**config.mk**
```make
export PLATFORM = sky130hd
export DESIGN_NAME = dlts_cell
export DESIGN_NICKNAME = d
export VERILOG_FILES = /design/src/delta_list_task_scheduler_assert.svh /design/src/dlts_pkg.sv /design/src/dlts_cell.sv
export SDC_FILE = /design/constraint.sdc
export NUM_CORES = 1
export LEC_CHECK = 0
export BUFFER_PORTS_ARGS = -buffer_cell sky130_fd_sc_hd__buf_2
export CAP_MARGIN = 30
export CORE_AREA = 2 2 194 196
export CTS_BUF_LIST = sky130_fd_sc_hd__clkbuf_8 sky130_fd_sc_hd__clkbuf_16
export DETAILED_ROUTE_END_ITERATION = 6
export DIE_AREA = 0 0 196 198
export PLACE_DENSITY_LB_ADDON = 0.1
export SYNTH_ARGS = -nofsm -noshare
export SYNTH_HDL_FRONTEND = slang
export SYNTH_SLANG_ARGS = --single-unit
```
**constraint.sdc**
```tcl
create_clock -name clk -period 7.7 [get_ports clk]
set_clock_uncertainty 0.15 [all_clocks]
set_input_delay 0.77 -clock clk [delete_from_list [all_inputs] [get_ports clk]]
set_output_delay 0.77 -clock clk [all_outputs]
set_load 0.1 [all_outputs]
```
**src/delta_list_task_scheduler_assert.svh**
```systemverilog
// Assertion helpers shared by the scheduler RTL.
`ifndef DELTA_LIST_TASK_SCHEDULER_ASSERT_SVH
`define DELTA_LIST_TASK_SCHEDULER_ASSERT_SVH

// Condition in a cycle implies a consequence in the same cycle.
`define DLTS_ASSERT_SAME(label, clk, rst_n, a, c) \
  label: assert property (@(posedge clk) disable iff (!rst_n) (a) |-> (c)) \
    else $error("assertion failed");

// Condition in a cycle implies a consequence in the next cycle.
`define DLTS_ASSERT_NEXT(label, clk, rst_n, a, c) \
  label: assert property (@(posedge clk) disable iff (!rst_n) (a) |=> (c)) \
    else $error("assertion failed");

`endif

```
**src/dlts_pkg.sv**
```systemverilog
package dlts_pkg;

  localparam int MAX_TASKS_DEF = 16;
  localparam int TAG_BITS      = 16;

  typedef enum logic [1:0] {
    CMD_TICK = 2'd0,
    CMD_ADD  = 2'd1,
    CMD_DEL  = 2'd2,
    CMD_DISP = 2'd3
  } cmd_t;

  typedef enum logic [1:0] {
    ST_OK        = 2'd0,
    ST_FULL      = 2'd1,
    ST_NOT_FOUND = 2'd2,
    ST_NONE      = 2'd3
  } status_t;

  typedef enum logic [1:0] {
    OP_NOP  = 2'd0,
    OP_TICK = 2'd1,
    OP_INS  = 2'd2,
    OP_REM  = 2'd3
  } cell_op_t;

  typedef struct packed {
    logic [1:0]  command;
    logic [15:0] task_tag;
    logic [31:0] first_delay;
    logic [31:0] repeat_period;
    logic [31:0] target_id;
  } in_t;

  typedef struct packed {
    logic [1:0]  status;
    logic [31:0] given_id;
    logic        run_now;
    logic [15:0] run_tag;
  } out_t;

  typedef struct packed {
    logic                valid;
    logic [TAG_BITS-1:0] tag;
    logic [31:0]         delta;
    logic [31:0]         period;
    logic                ready;
    logic [31:0]         id;
  } entry_t;

  // Broadcast from the sequencer to every cell.
  typedef struct packed {
    cell_op_t    op;
    entry_t      ent;
    logic        adj_en;
    logic [31:0] adj_delta;
  } ctl_t;

endpackage

```
**src/dlts_cell.sv**
```systemverilog
module dlts_cell (
  input  logic            clk,
  input  logic            rst_n,
  input  dlts_pkg::ctl_t  ctl,
  input  logic            at,
  input  logic            after,
  input  logic            adj,
  input  dlts_pkg::entry_t prev_i,
  input  dlts_pkg::entry_t next_i,
  output dlts_pkg::entry_t q
);

  dlts_pkg::entry_t q_r;
  dlts_pkg::entry_t q_nxt;
  logic [32:0]      fold_sum;

  assign fold_sum = {1'b0, next_i.delta} + {1'b0, q_r.delta};

  always_comb begin
    q_nxt = q_r;
    unique case (ctl.op)
      dlts_pkg::OP_TICK: begin
        if (at && q_r.valid && !q_r.ready) begin
          if (q_r.delta != 32'd0) q_nxt.delta = q_r.delta - 32'd1;
          q_nxt.ready = (q_nxt.delta == 32'd0);
        end
      end
      dlts_pkg::OP_INS: begin
        if (at) begin
          q_nxt = ctl.ent;
        end else if (after) begin
          q_nxt = prev_i;
          if (adj && ctl.adj_en) q_nxt.delta = ctl.adj_delta;
        end
      end
      dlts_pkg::OP_REM: begin
        if (at || after) begin
          q_nxt = next_i;
          // fold the removed delta into its successor, saturating
          if (at && next_i.valid) q_nxt.delta = fold_sum[32] ? 32'hFFFF_FFFF : fold_sum[31:0];
        end
      end
      default: q_nxt = q_r;
    endcase
  end

  always_ff @(posedge clk) begin
    if (!rst_n) begin
      q_r <= '0;
    end else begin
      q_r <= q_nxt;
    end
  end

  assign q = q_r;

endmodule

```
==> results of run 1 <==
-- cells in the final DEF (no fill, tap or decap), types with 30 or more instances in the layout --
| cell type | instances |
|---|---|
| nand3_1 | 30 |
| mux2i_1 | 106 |
| a21oi_1 | 151 |
| inv_1 | 91 |
| buf_2 | 493 |
| nand2_1 | 67 |
| ha_1 | 34 |
| a221oi_1 | 98 |
| dfxtp_1 | 114 |
| nor2_1 | 117 |
| o21ai_0 | 81 |
-- kinds of logic (layout without fill, tap and decap cells) --
kind of cell,Yosys count,after routing,share of synthesized area
compound gates,461,461,0.322
xor+xnor,48,48,0.0437
fa+ha+maj,35,35,0.0463
buf+inv,200,634,0.0793
flops,114,114,0.237
mux,106,106,0.110
simple gates,312,312,0.161
-- final cells by class --
type                    count  area, sq um
repair buffers            510         2630
multi-input cells         962         6600
clock buffers              18          439
fillers                  4074        23900
clock inverters            14          133
well taps                 474          593
inverters                  92          347
flip-flops and latches    114         2280
-- metal layers --
metal	wire (um)	part of all wire
met5	18	0.00036
met4	1320	0.027
met3	2730	0.055
met2	25100	0.51
met1	20400	0.41
-- power breakdown --
part / switching [mW] / internal (mW)
Combinational: 0.768 / 0.327
Sequential: 0.0660 / 0.635
Clock: 0.341 / 0.456
Total: 1.18 / 1.42
-- how the worst min path moves through the flow --
stage	startpoint	to
6_report	q[45]$_SDFFE_PN0P_	q[45]$_SDFFE_PN0P_
5_1_grt	q[97]$_SDFFE_PN0P_	q[97]$_SDFFE_PN0P_
4_1_cts	q[45]$_SDFFE_PN0P_	q[45]$_SDFFE_PN0P_
3_5_place_dp	q[45]$_SDFFE_PN0P_	q[45]$_SDFFE_PN0P_
3_3_place_gp	q[105]$_SDFFE_PN0P_	q[105]$_SDFFE_PN0P_
2_1_floorplan	next_i[73]	q[73]$_SDFFE_PN0P_
-- critical path, delay by kind of cell (launching register included) --
kind	cells	cell delay (ns)
AO/OA/AOI/OAI	5	1.87
adder cells (fa/ha/maj)	1	0.39
buffers and inverters	1	0.35
flip-flops	1	0.56
AND/OR/NAND/NOR	3	0.92
==> reports/results.ini, run 1 <==
[die]
die_y_um = 198
die_area_sq_um = 38800
dieWidth_um = 196
num_rows = 71
io_pins = 496
core_sq_um = 37000
start_util = 0.260

[worst_setup_path]
crit_type = flop to flop
path_max_fanout = 16
rr_startpoint = q[90]$_SDFFE_PN0P_
crit_path_start_kind = flop
worstPathArrival_ns = 4.53
crit_end = q[95]$_SDFFE_PN0P_
crit_top_cell = a21o_1
rrSetupSlack_ns = 3.35
critPathCaptureType = flop
worstPathCellList = ha_1 > a21o_1 > a21o_1 > a2111oi_0 > o2111ai_1 > nand4_1 > nand2_1 > buf_16 > a311oi_1 > nor3b_1
ff2ff_path_depth = 10
setup.worst_path.start = q[90]$_SDFFE_PN0P_
required_ns = 7.87
critPathMaxStageDelay_ns = 0.75
r2r_end = q[95]$_SDFFE_PN0P_
cp_slowest_cell = a2111oi_0

[timing]
fin_crit_ns = 4.35
hold_viol = 0
fmax_mhz = 230
relSlewSlack = 0.360
setup_viol_count_final = 0
hold-worst-slack_ns = 0.329
fin_ws_ns = 3.35
rsz0062_at_grt = false
tightest_slew_ns = 0.959
slew_violations = 0
period_share = 0.566
totalNegativeSetupSlack_ns = 0

[clock_tree]
post_cts_resized = 0
path_clk_slew_ns = 0.06
htreeDepth = 4
clockBufferDepth = 2
clk_latency_ns = 0.44
clock-root-buffer = clkbuf_16
cts_setup_buffers = 0
cts_num_sinks = 114
cts_tree = done
cts_buffers = 17
hold_buffers = 0

[synth]
synthTopCellsByCount = 151 x a21oi_1, 117 x nor2_1, 114 x dfxtp_1
synth_fp_nets = 1693
ys.flop_type = dfxtp_1
synth_edf_count = 0
synth_cell_types = 74
synth_area_leaders = dfxtp_1 24%, mux2i_1 11%, a221oi_1 8.9%, a21oi_1 7.9%, nor2_1 4.6%
yosysTopAreaCell = dfxtp_1
yosysSeqAreaShare = 0.237
yosysTopAreaCellShare = 0.237
synth_most_common_cell = a21oi_1
synth.ff_latch_count = 114
synthArstFlopShare = 0
avgSynthCellArea_sq_um = 7.54
syn_area_sq_um = 9620
yosysWarnings = 0
syn_inst = 1276

[global_route]
busiest_layer = met2
grtUsageMet1 = 0.297
grtUsageMet3 = 0.0518
grt.overflow.total = 0
grtUsageTotal = 0.244
grt_pass1_vias = 10803
grt_max_degree = 163
use_met2 = 0.428
grt_pass1_wl_um = 70100
antenna_found_initial = 3

[drt]
drt-total-wl_um = 49600
ant_nets = 0
routedWlPerCell_um = 22.7
viasPerCell = 5.28
dr.pass1.iters = 6
vias = 11535
drtIter0Drc = 723
drc = 0

[power_and_ir_drop]
ir_drop_uv = 144
leakage_nw = 6.40
totalPowerFinal_mw = 2.59
power_density_nw_per_um2 = 199

[placement]
gp_congestion = 0.926
port_buffers = 495
pre_cts_slack_ns = 3.18
dp.cells = 2152
dpl_cell_area_sq_um = 12500
hpwl_um = 38800

[job]
cap_violations = 0

[final_layout]
largest_register_ffs = 114
areaGrowthSynthToFinish_pct = 35.4
insertedDiodeCount = 0
final_core_util = 0.352
drive_gt1_frac = 0.333
stdcell_area_sq_um = 13000
instances_no_fill = 2184
nNetsFinal = 2114

[run_status]
outcome = completed

[min_path]
min_path_type = flop to flop
holdPathStages = 2

(Power assumes the default switching activity.)
==> run 2: changes to the inputs <==
clock period = 3.9 ns   (was 7.7 ns; I/O delays follow)
==> run 2 against run 1 <==
Total power is 100% higher. Clock power is 100% higher. Clock-buffer cell count is 1 higher. Cell count is 1.6% higher. Worst setup slack worse by 3.1 ns. Cell area is 2.4% higher. Highest routed layer unchanged. Sequential share of layout area is 0.41 points lower. Combinational power is 110% higher. Non-clock buffer count is 35 higher. Sequential power is 90% higher. Die area stayed put. Via count is 1.6% higher.
==> reports/results.ini, run 2 (synthesized netlist as in run 1, its figures left out) <==
[worst_setup_path]
required_ns = 4.06  ; -3.81 ns
worstPathArrival_ns = 3.77  ; -0.76 ns
critPathCaptureType = flop
crit_type = flop to flop
crit_path_start_kind = flop
path_max_fanout = 21  ; +5

[final_layout]
largest_register_ffs = 114  ; unchanged
final_cell_mix = 493 x buf_2, 151 x a21oi_1, 117 x nor2_1, 114 x dfxtp_1, 106 x mux2i_1
nFillCells = 4063  ; -0.27%
areaGrowthSynthToFinish_pct = 38.7
nNetsFinal = 2149  ; +1.7%
drive_gt1_frac = 0.346  ; +0.0128
layout.cells.most_common = buf_2

[clock_tree]
hold_buffers = 0  ; unchanged
cts_tree = done
cts_setup_buffers = 0  ; unchanged
cts_num_sinks = 114  ; unchanged
post_cts_resized = 0  ; unchanged
clockBufferDepth = 2  ; unchanged
clock-root-buffer = clkbuf_16
clk_latency_ns = 0.42  ; -0.02 ns
path_clk_slew_ns = 0.06  ; about the same
cts_buffers = 17  ; unchanged
htreeDepth = 4  ; unchanged

[timing]
fmax_mhz = 277  ; +21%
setup_viol_count_final = 0  ; unchanged
slew_violations = 0  ; unchanged
tightest_slew_ns = 0.738  ; -0.222 ns
hold-worst-slack_ns = 0.149  ; -0.180 ns
fin_crit_ns = 3.61  ; -0.743 ns
rsz0062_at_grt = false
fin_ws_ns = 0.288  ; -3.06 ns
hold_viol = 0  ; unchanged
period_share = 0.926  ; +0.361
totalNegativeSetupSlack_ns = 0  ; unchanged
relSlewSlack = 0.503  ; +0.143

[drt]
dr.pass1.iters = 5  ; -1
drt-total-wl_um = 49400  ; -0.39%
drc = 0  ; unchanged
vias = 11721  ; +1.6%
ant_nets = 0  ; unchanged
routedWlPerCell_um = 22.2  ; -2.0%
viasPerCell = 5.28  ; about the same
drtIter0Drc = 705  ; -2.5%

[die]
core_sq_um = 37000  ; unchanged
die_y_um = 198  ; unchanged
dieWidth_um = 196  ; unchanged
io_pins = 496  ; unchanged
die_area_sq_um = 38800  ; unchanged
num_rows = 71  ; unchanged
start_util = 0.260  ; unchanged

[power_and_ir_drop]
power_frac_seq = 0.256  ; -0.014
ir_drop_uv = 251  ; +74%
swShare = 0.440  ; -0.0132
pwr-share-comb = 0.433  ; +0.011
leakage_nw = 6.60  ; +3.1%
power_density_nw_per_um2 = 391  ; +97%
power_frac_clock = 0.312  ; +0.005
p_sw_mw = 2.30  ; +95%
internal_power_mw = 2.92  ; +110%

[placement]
pre_cts_slack_ns = 0.327  ; -2.85 ns
gp_congestion = 0.895  ; -3.4%
hpwl_um = 39600  ; +2.0%
port_buffers = 495  ; unchanged

[global_route]
grtUsageTotal = 0.242  ; -0.00212
antenna_found_initial = 3  ; unchanged
grt_pass1_wl_um = 69700  ; -0.59%
grt.overflow.total = 0  ; unchanged
grt_max_degree = 76  ; -53%
grt_pass1_vias = 11022  ; +2.0%

[min_path]
min_path_type = input port to flop

[run_status]
outcome = completed

[job]
cap_violations = 0  ; unchanged

run 2: final cells by class:
| cell class | count | area (sq um) | share of cell area |
|---|---|---|---|
| Clock inverter | 13 | 149 | 0.0112 |
| Tap cell | 474 | 593 | 0.0445 |
| Clock buffer | 19 | 453 | 0.0340 |
| Inverter | 92 | 347 | 0.0260 |
| Antenna cell | 1 | 2.50 | 0.000188 |
| Timing Repair Buffer | 545 | 2920 | 0.219 |
| Sequential cell | 114 | 2280 | 0.171 |
| Multi-Input combinational cell | 962 | 6590 | 0.494 |
run 2: final timing paths:
kind,start,endpoint,slack (ns),cells past startpoint
worst min-delay path,next_i[82],q[82]$_SDFFE_PN0P_,0.15,3
worst max-delay path,q[90]$_SDFFE_PN0P_,q[95]$_SDFFE_PN0P_,0.29,10
worst min register to register,q[63]$_SDFFE_PN0P_,q[63]$_SDFFE_PN0P_,0.33,2
worst max register to register,q[90]$_SDFFE_PN0P_,q[95]$_SDFFE_PN0P_,0.29,10
run 2: through the flow:
step | std cells | util | total power [mW] | area (sq um)
after floorplan | 1276 | - | 2.89 | 9620
after global placement | 2186 | 0.344 | 3.60 | 12700
after detailed placement | 2187 | 0.345 | 3.61 | 12700
after CTS | 2219 | 0.361 | 5.27 | 13300
after global routing | 2220 | 0.361 | 5.47 | 13300
final | 2220 | 0.361 | 5.22 | 13300
run 2: per-layer routing:
layer | track usage | up-vias | share of wire
met3 | 0.0465 | 62 | 0.057
li1 | - | 5701 | -
met4 | 0.0946 | 2 | 0.032
met2 | 0.427 | 454 | 0.51
met1 | 0.290 | 5502 | 0.40
met5 | 0 | - | 0.00026
run 2: worst max-delay path, cell delays in order (launching register included):
cell and delay, ns:
dfxtp_1 0.53, ha_1 0.40, a21o_1 0.21, a21o_1 0.18
a2111oi_0 0.64, o2111ai_1 0.45, nand4_1 0.26, nand2_1 0.09
buf_4 0.23, a311oi_1 0.28, nor3b_1 0.07
run 2: power groups by stage:
stage / sequential (mW) / clock (mW) / combinational (mW)
finish: 1.33 / 1.63 / 2.26
global route: 1.34 / 1.72 / 2.41
CTS: 1.33 / 1.68 / 2.26
detailed placement: 1.36 / 0 / 2.25
global placement: 1.36 / 0 / 2.25
floorplan: 1.98 / 0 / 0.914
==> run 3: changes to the inputs <==
PLACE_DENSITY_LB_ADDON = 0.05   (was 0.1)
TNS_END_PERCENT = 20   (was default)
==> run 3 against run 2 <==
Global-route usage up 0.097 points. Register-to-register slack better by 0.11 ns. Sequential power about the same. Via count down 0.38%. Critical path type unchanged. Critical endpoint is now q[65]$_SDFFE_PN0P_. Largest cell class unchanged.
==> reports/results.ini, run 3 (synthesized netlist as in run 1, its figures left out) <==
[min_path]
min_path_type = input port to flop
hold_path_end = q[73]$_SDFFE_PN0P_
holdPathStages = 3  ; unchanged
holdCritStartpoint = next_i[73]

[final_layout]
nNetsFinal = 2149  ; unchanged
final_core_util = 0.358  ; -0.00251
largest_register_ffs = 114  ; unchanged
areaGrowthSynthToFinish_pct = 37.7
nFillCells = 4128  ; +1.6%
layout.cells.most_common = buf_2
drive_gt1_frac = 0.347  ; +0.00134
final_cell_mix = 493 x buf_2, 151 x a21oi_1, 117 x nor2_1, 114 x dfxtp_1, 106 x mux2i_1

[global_route]
grtUsageTotal = 0.243  ; +0.000974
grt_max_degree = 63  ; -17%
antenna_found_initial = 3  ; unchanged
grt_pass1_vias = 11142  ; +1.1%
grt_pass1_wl_um = 70600  ; +1.3%
grt.overflow.total = 0  ; unchanged

[timing]
rsz0062_at_grt = false
period_share = 0.897  ; -0.0290
hold_viol = 0  ; unchanged
slew_violations = 0  ; unchanged
relSlewSlack = 0.391  ; -0.112
fin_crit_ns = 3.50  ; -0.113 ns
setup_viol_count_final = 0  ; unchanged
fmax_mhz = 286  ; +3.2%
tightest_slew_ns = 0.913  ; +0.176 ns
totalNegativeSetupSlack_ns = 0  ; unchanged

[drt]
vias = 11676  ; -0.38%
drtIter0Drc = 671  ; -4.8%
drc = 0  ; unchanged
drt-total-wl_um = 49500  ; +0.25%
ant_nets = 0  ; unchanged
routedWlPerCell_um = 22.3  ; +0.29%
dr.pass1.iters = 5  ; unchanged
viasPerCell = 5.26  ; -0.34%

[worst_setup_path]
crit_path_start_kind = flop
r2r_end = q[65]$_SDFFE_PN0P_
critPathTopFamily = compound AO/OA/AOI/OAI gates
worstPathCellList = ha_1 > fa_1 > a211oi_1 > o21a_1 > o31a_1 > o2111ai_2 > nand4_1 > nand2_2 > buf_4 > o221ai_1 > a221oi_1
crit_type = flop to flop
rr_startpoint = q[65]$_SDFFE_PN0P_
path_max_fanout = 9  ; -57%
cp_slowest_cell = fa_1
critPathCaptureType = flop
required_ns = 4.02  ; -0.04 ns
critPathMaxStageDelay_ns = 0.44  ; -0.20 ns
ff2ff_path_depth = 11  ; +1
critical_path_buf_inv_count = 1  ; unchanged
rrSetupSlack_ns = 0.40  ; +0.11 ns
worstPathArrival_ns = 3.62  ; -0.15 ns

[placement]
gp_congestion = 0.885  ; -1.1%
hpwl_um = 39600  ; about the same
port_buffers = 495  ; unchanged

[die]
num_rows = 71  ; unchanged
die_y_um = 198  ; unchanged
die_area_sq_um = 38800  ; unchanged
dieWidth_um = 196  ; unchanged
io_pins = 496  ; unchanged
start_util = 0.260  ; unchanged
core_sq_um = 37000  ; unchanged

[clock_tree]
path_clk_slew_ns = 0.06  ; about the same
cts_num_sinks = 114  ; unchanged
hold_buffers = 0  ; unchanged
htreeDepth = 4  ; unchanged
cts_tree = done
clockBufferDepth = 2  ; unchanged
clk_latency_ns = 0.42  ; about the same
clock-root-buffer = clkbuf_16
cts_buffers = 17  ; unchanged

[job]
cap_violations = 0  ; unchanged

[power_and_ir_drop]
power_density_nw_per_um2 = 385  ; -1.6%
ir_drop_uv = 265  ; +5.8%
leakage_nw = 6.55  ; -0.73%

[run_status]
outcome = completed

==> run 3: changes by cell type in the layout (fill, tap and decap cells not counted) <==
cell and delta:
o2111ai_2 +1, clkbuf_8 -1, clkinvlp_4 +1, buf_16 -1, a22oi_1 -1, buf_4 +3
a22oi_2 +1, nand2_1 -1, buf_12 -2, bufinv_16 -2, clkinv_2 +1, nand2_2 +1
o2111ai_1 -1
==> run 3: through the flow <==
step | power, mW | cells | setup slack (ns) | cell area (sq um) | hold WS [ns]
after detailed placement | 3.61 | 2187 | 0.140 | 12700 | 0.322
after floorplan | 2.89 | 1276 | 0.183 | 9620 | 0.432
after global placement | 3.62 | 2187 | 0.231 | 12700 | 0.313
after CTS | 5.15 | 2218 | 0.218 | 13200 | 0.133
final | 5.10 | 2219 | 0.401 | 13200 | 0.159
after global routing | 5.34 | 2219 | 0.154 | 13200 | 0.171
==> run 3: final cells by class <==
cell class / instances / area, sq um / area share
Antenna cell: 1 / 2.50 / 0.000189
Tap cell: 474 / 593 / 0.0448
Clock inverter: 13 / 101 / 0.00765
Inverter: 92 / 347 / 0.0262
Timing Repair Buffer: 545 / 2870 / 0.217
Sequential cell: 114 / 2280 / 0.172
Multi-Input combinational cell: 962 / 6610 / 0.499
Clock buffer: 18 / 439 / 0.0332
==> run 3: repair_timing <==
item,4_1_cts,5_1_grt
setup buffers,0,0
resized for setup,0,2
setup endpoints to repair,0,1
==> run 3: routing by layer <==
layer / up-vias / part of all wire / track usage
li1: 5706 / - / -
met1: 5513 / 0.40 / 0.285
met2: 395 / 0.53 / 0.454
met3: 60 / 0.043 / 0.0349
met4: 2 / 0.027 / 0.0777
met5: - / 0.00026 / 0
==> run 3: worst max-delay path by stage <==
stage | start | endpoint | slack (ns) | cells after the start
global placement | next_i[65] | q[65]$_SDFFE_PN0P_ | 0.23 | 12
CTS | q[65]$_SDFFE_PN0P_ | q[65]$_SDFFE_PN0P_ | 0.22 | 11
detailed placement | next_i[65] | q[65]$_SDFFE_PN0P_ | 0.14 | 12
finish | q[65]$_SDFFE_PN0P_ | q[65]$_SDFFE_PN0P_ | 0.40 | 11
global route | q[65]$_SDFFE_PN0P_ | q[65]$_SDFFE_PN0P_ | 0.15 | 11
floorplan | q[90]$_SDFFE_PN0P_ | q[66]$_SDFFE_PN0P_ | 0.18 | 11
==> run 3: worst reg2reg max path, stage by stage (launching register included) <==
cell and delay (ns):
dfxtp_1 0.38, ha_1 0.25, fa_1 0.44, a211oi_1 0.36, o21a_1 0.25, o31a_1 0.27
o2111ai_2 0.25, nand4_1 0.25, nand2_2 0.18, buf_4 0.23, o221ai_1 0.23, a221oi_1 0.11
==> run 3: power breakdown <==
part | switching [mW] | internal [mW] | leakage [nW]
clock | 0.680 | 0.835 | 0.256
combinational | 1.57 | 0.679 | 5.36
sequential | 0.0870 | 1.25 | 0.938
total | 2.33 | 2.77 | 6.55
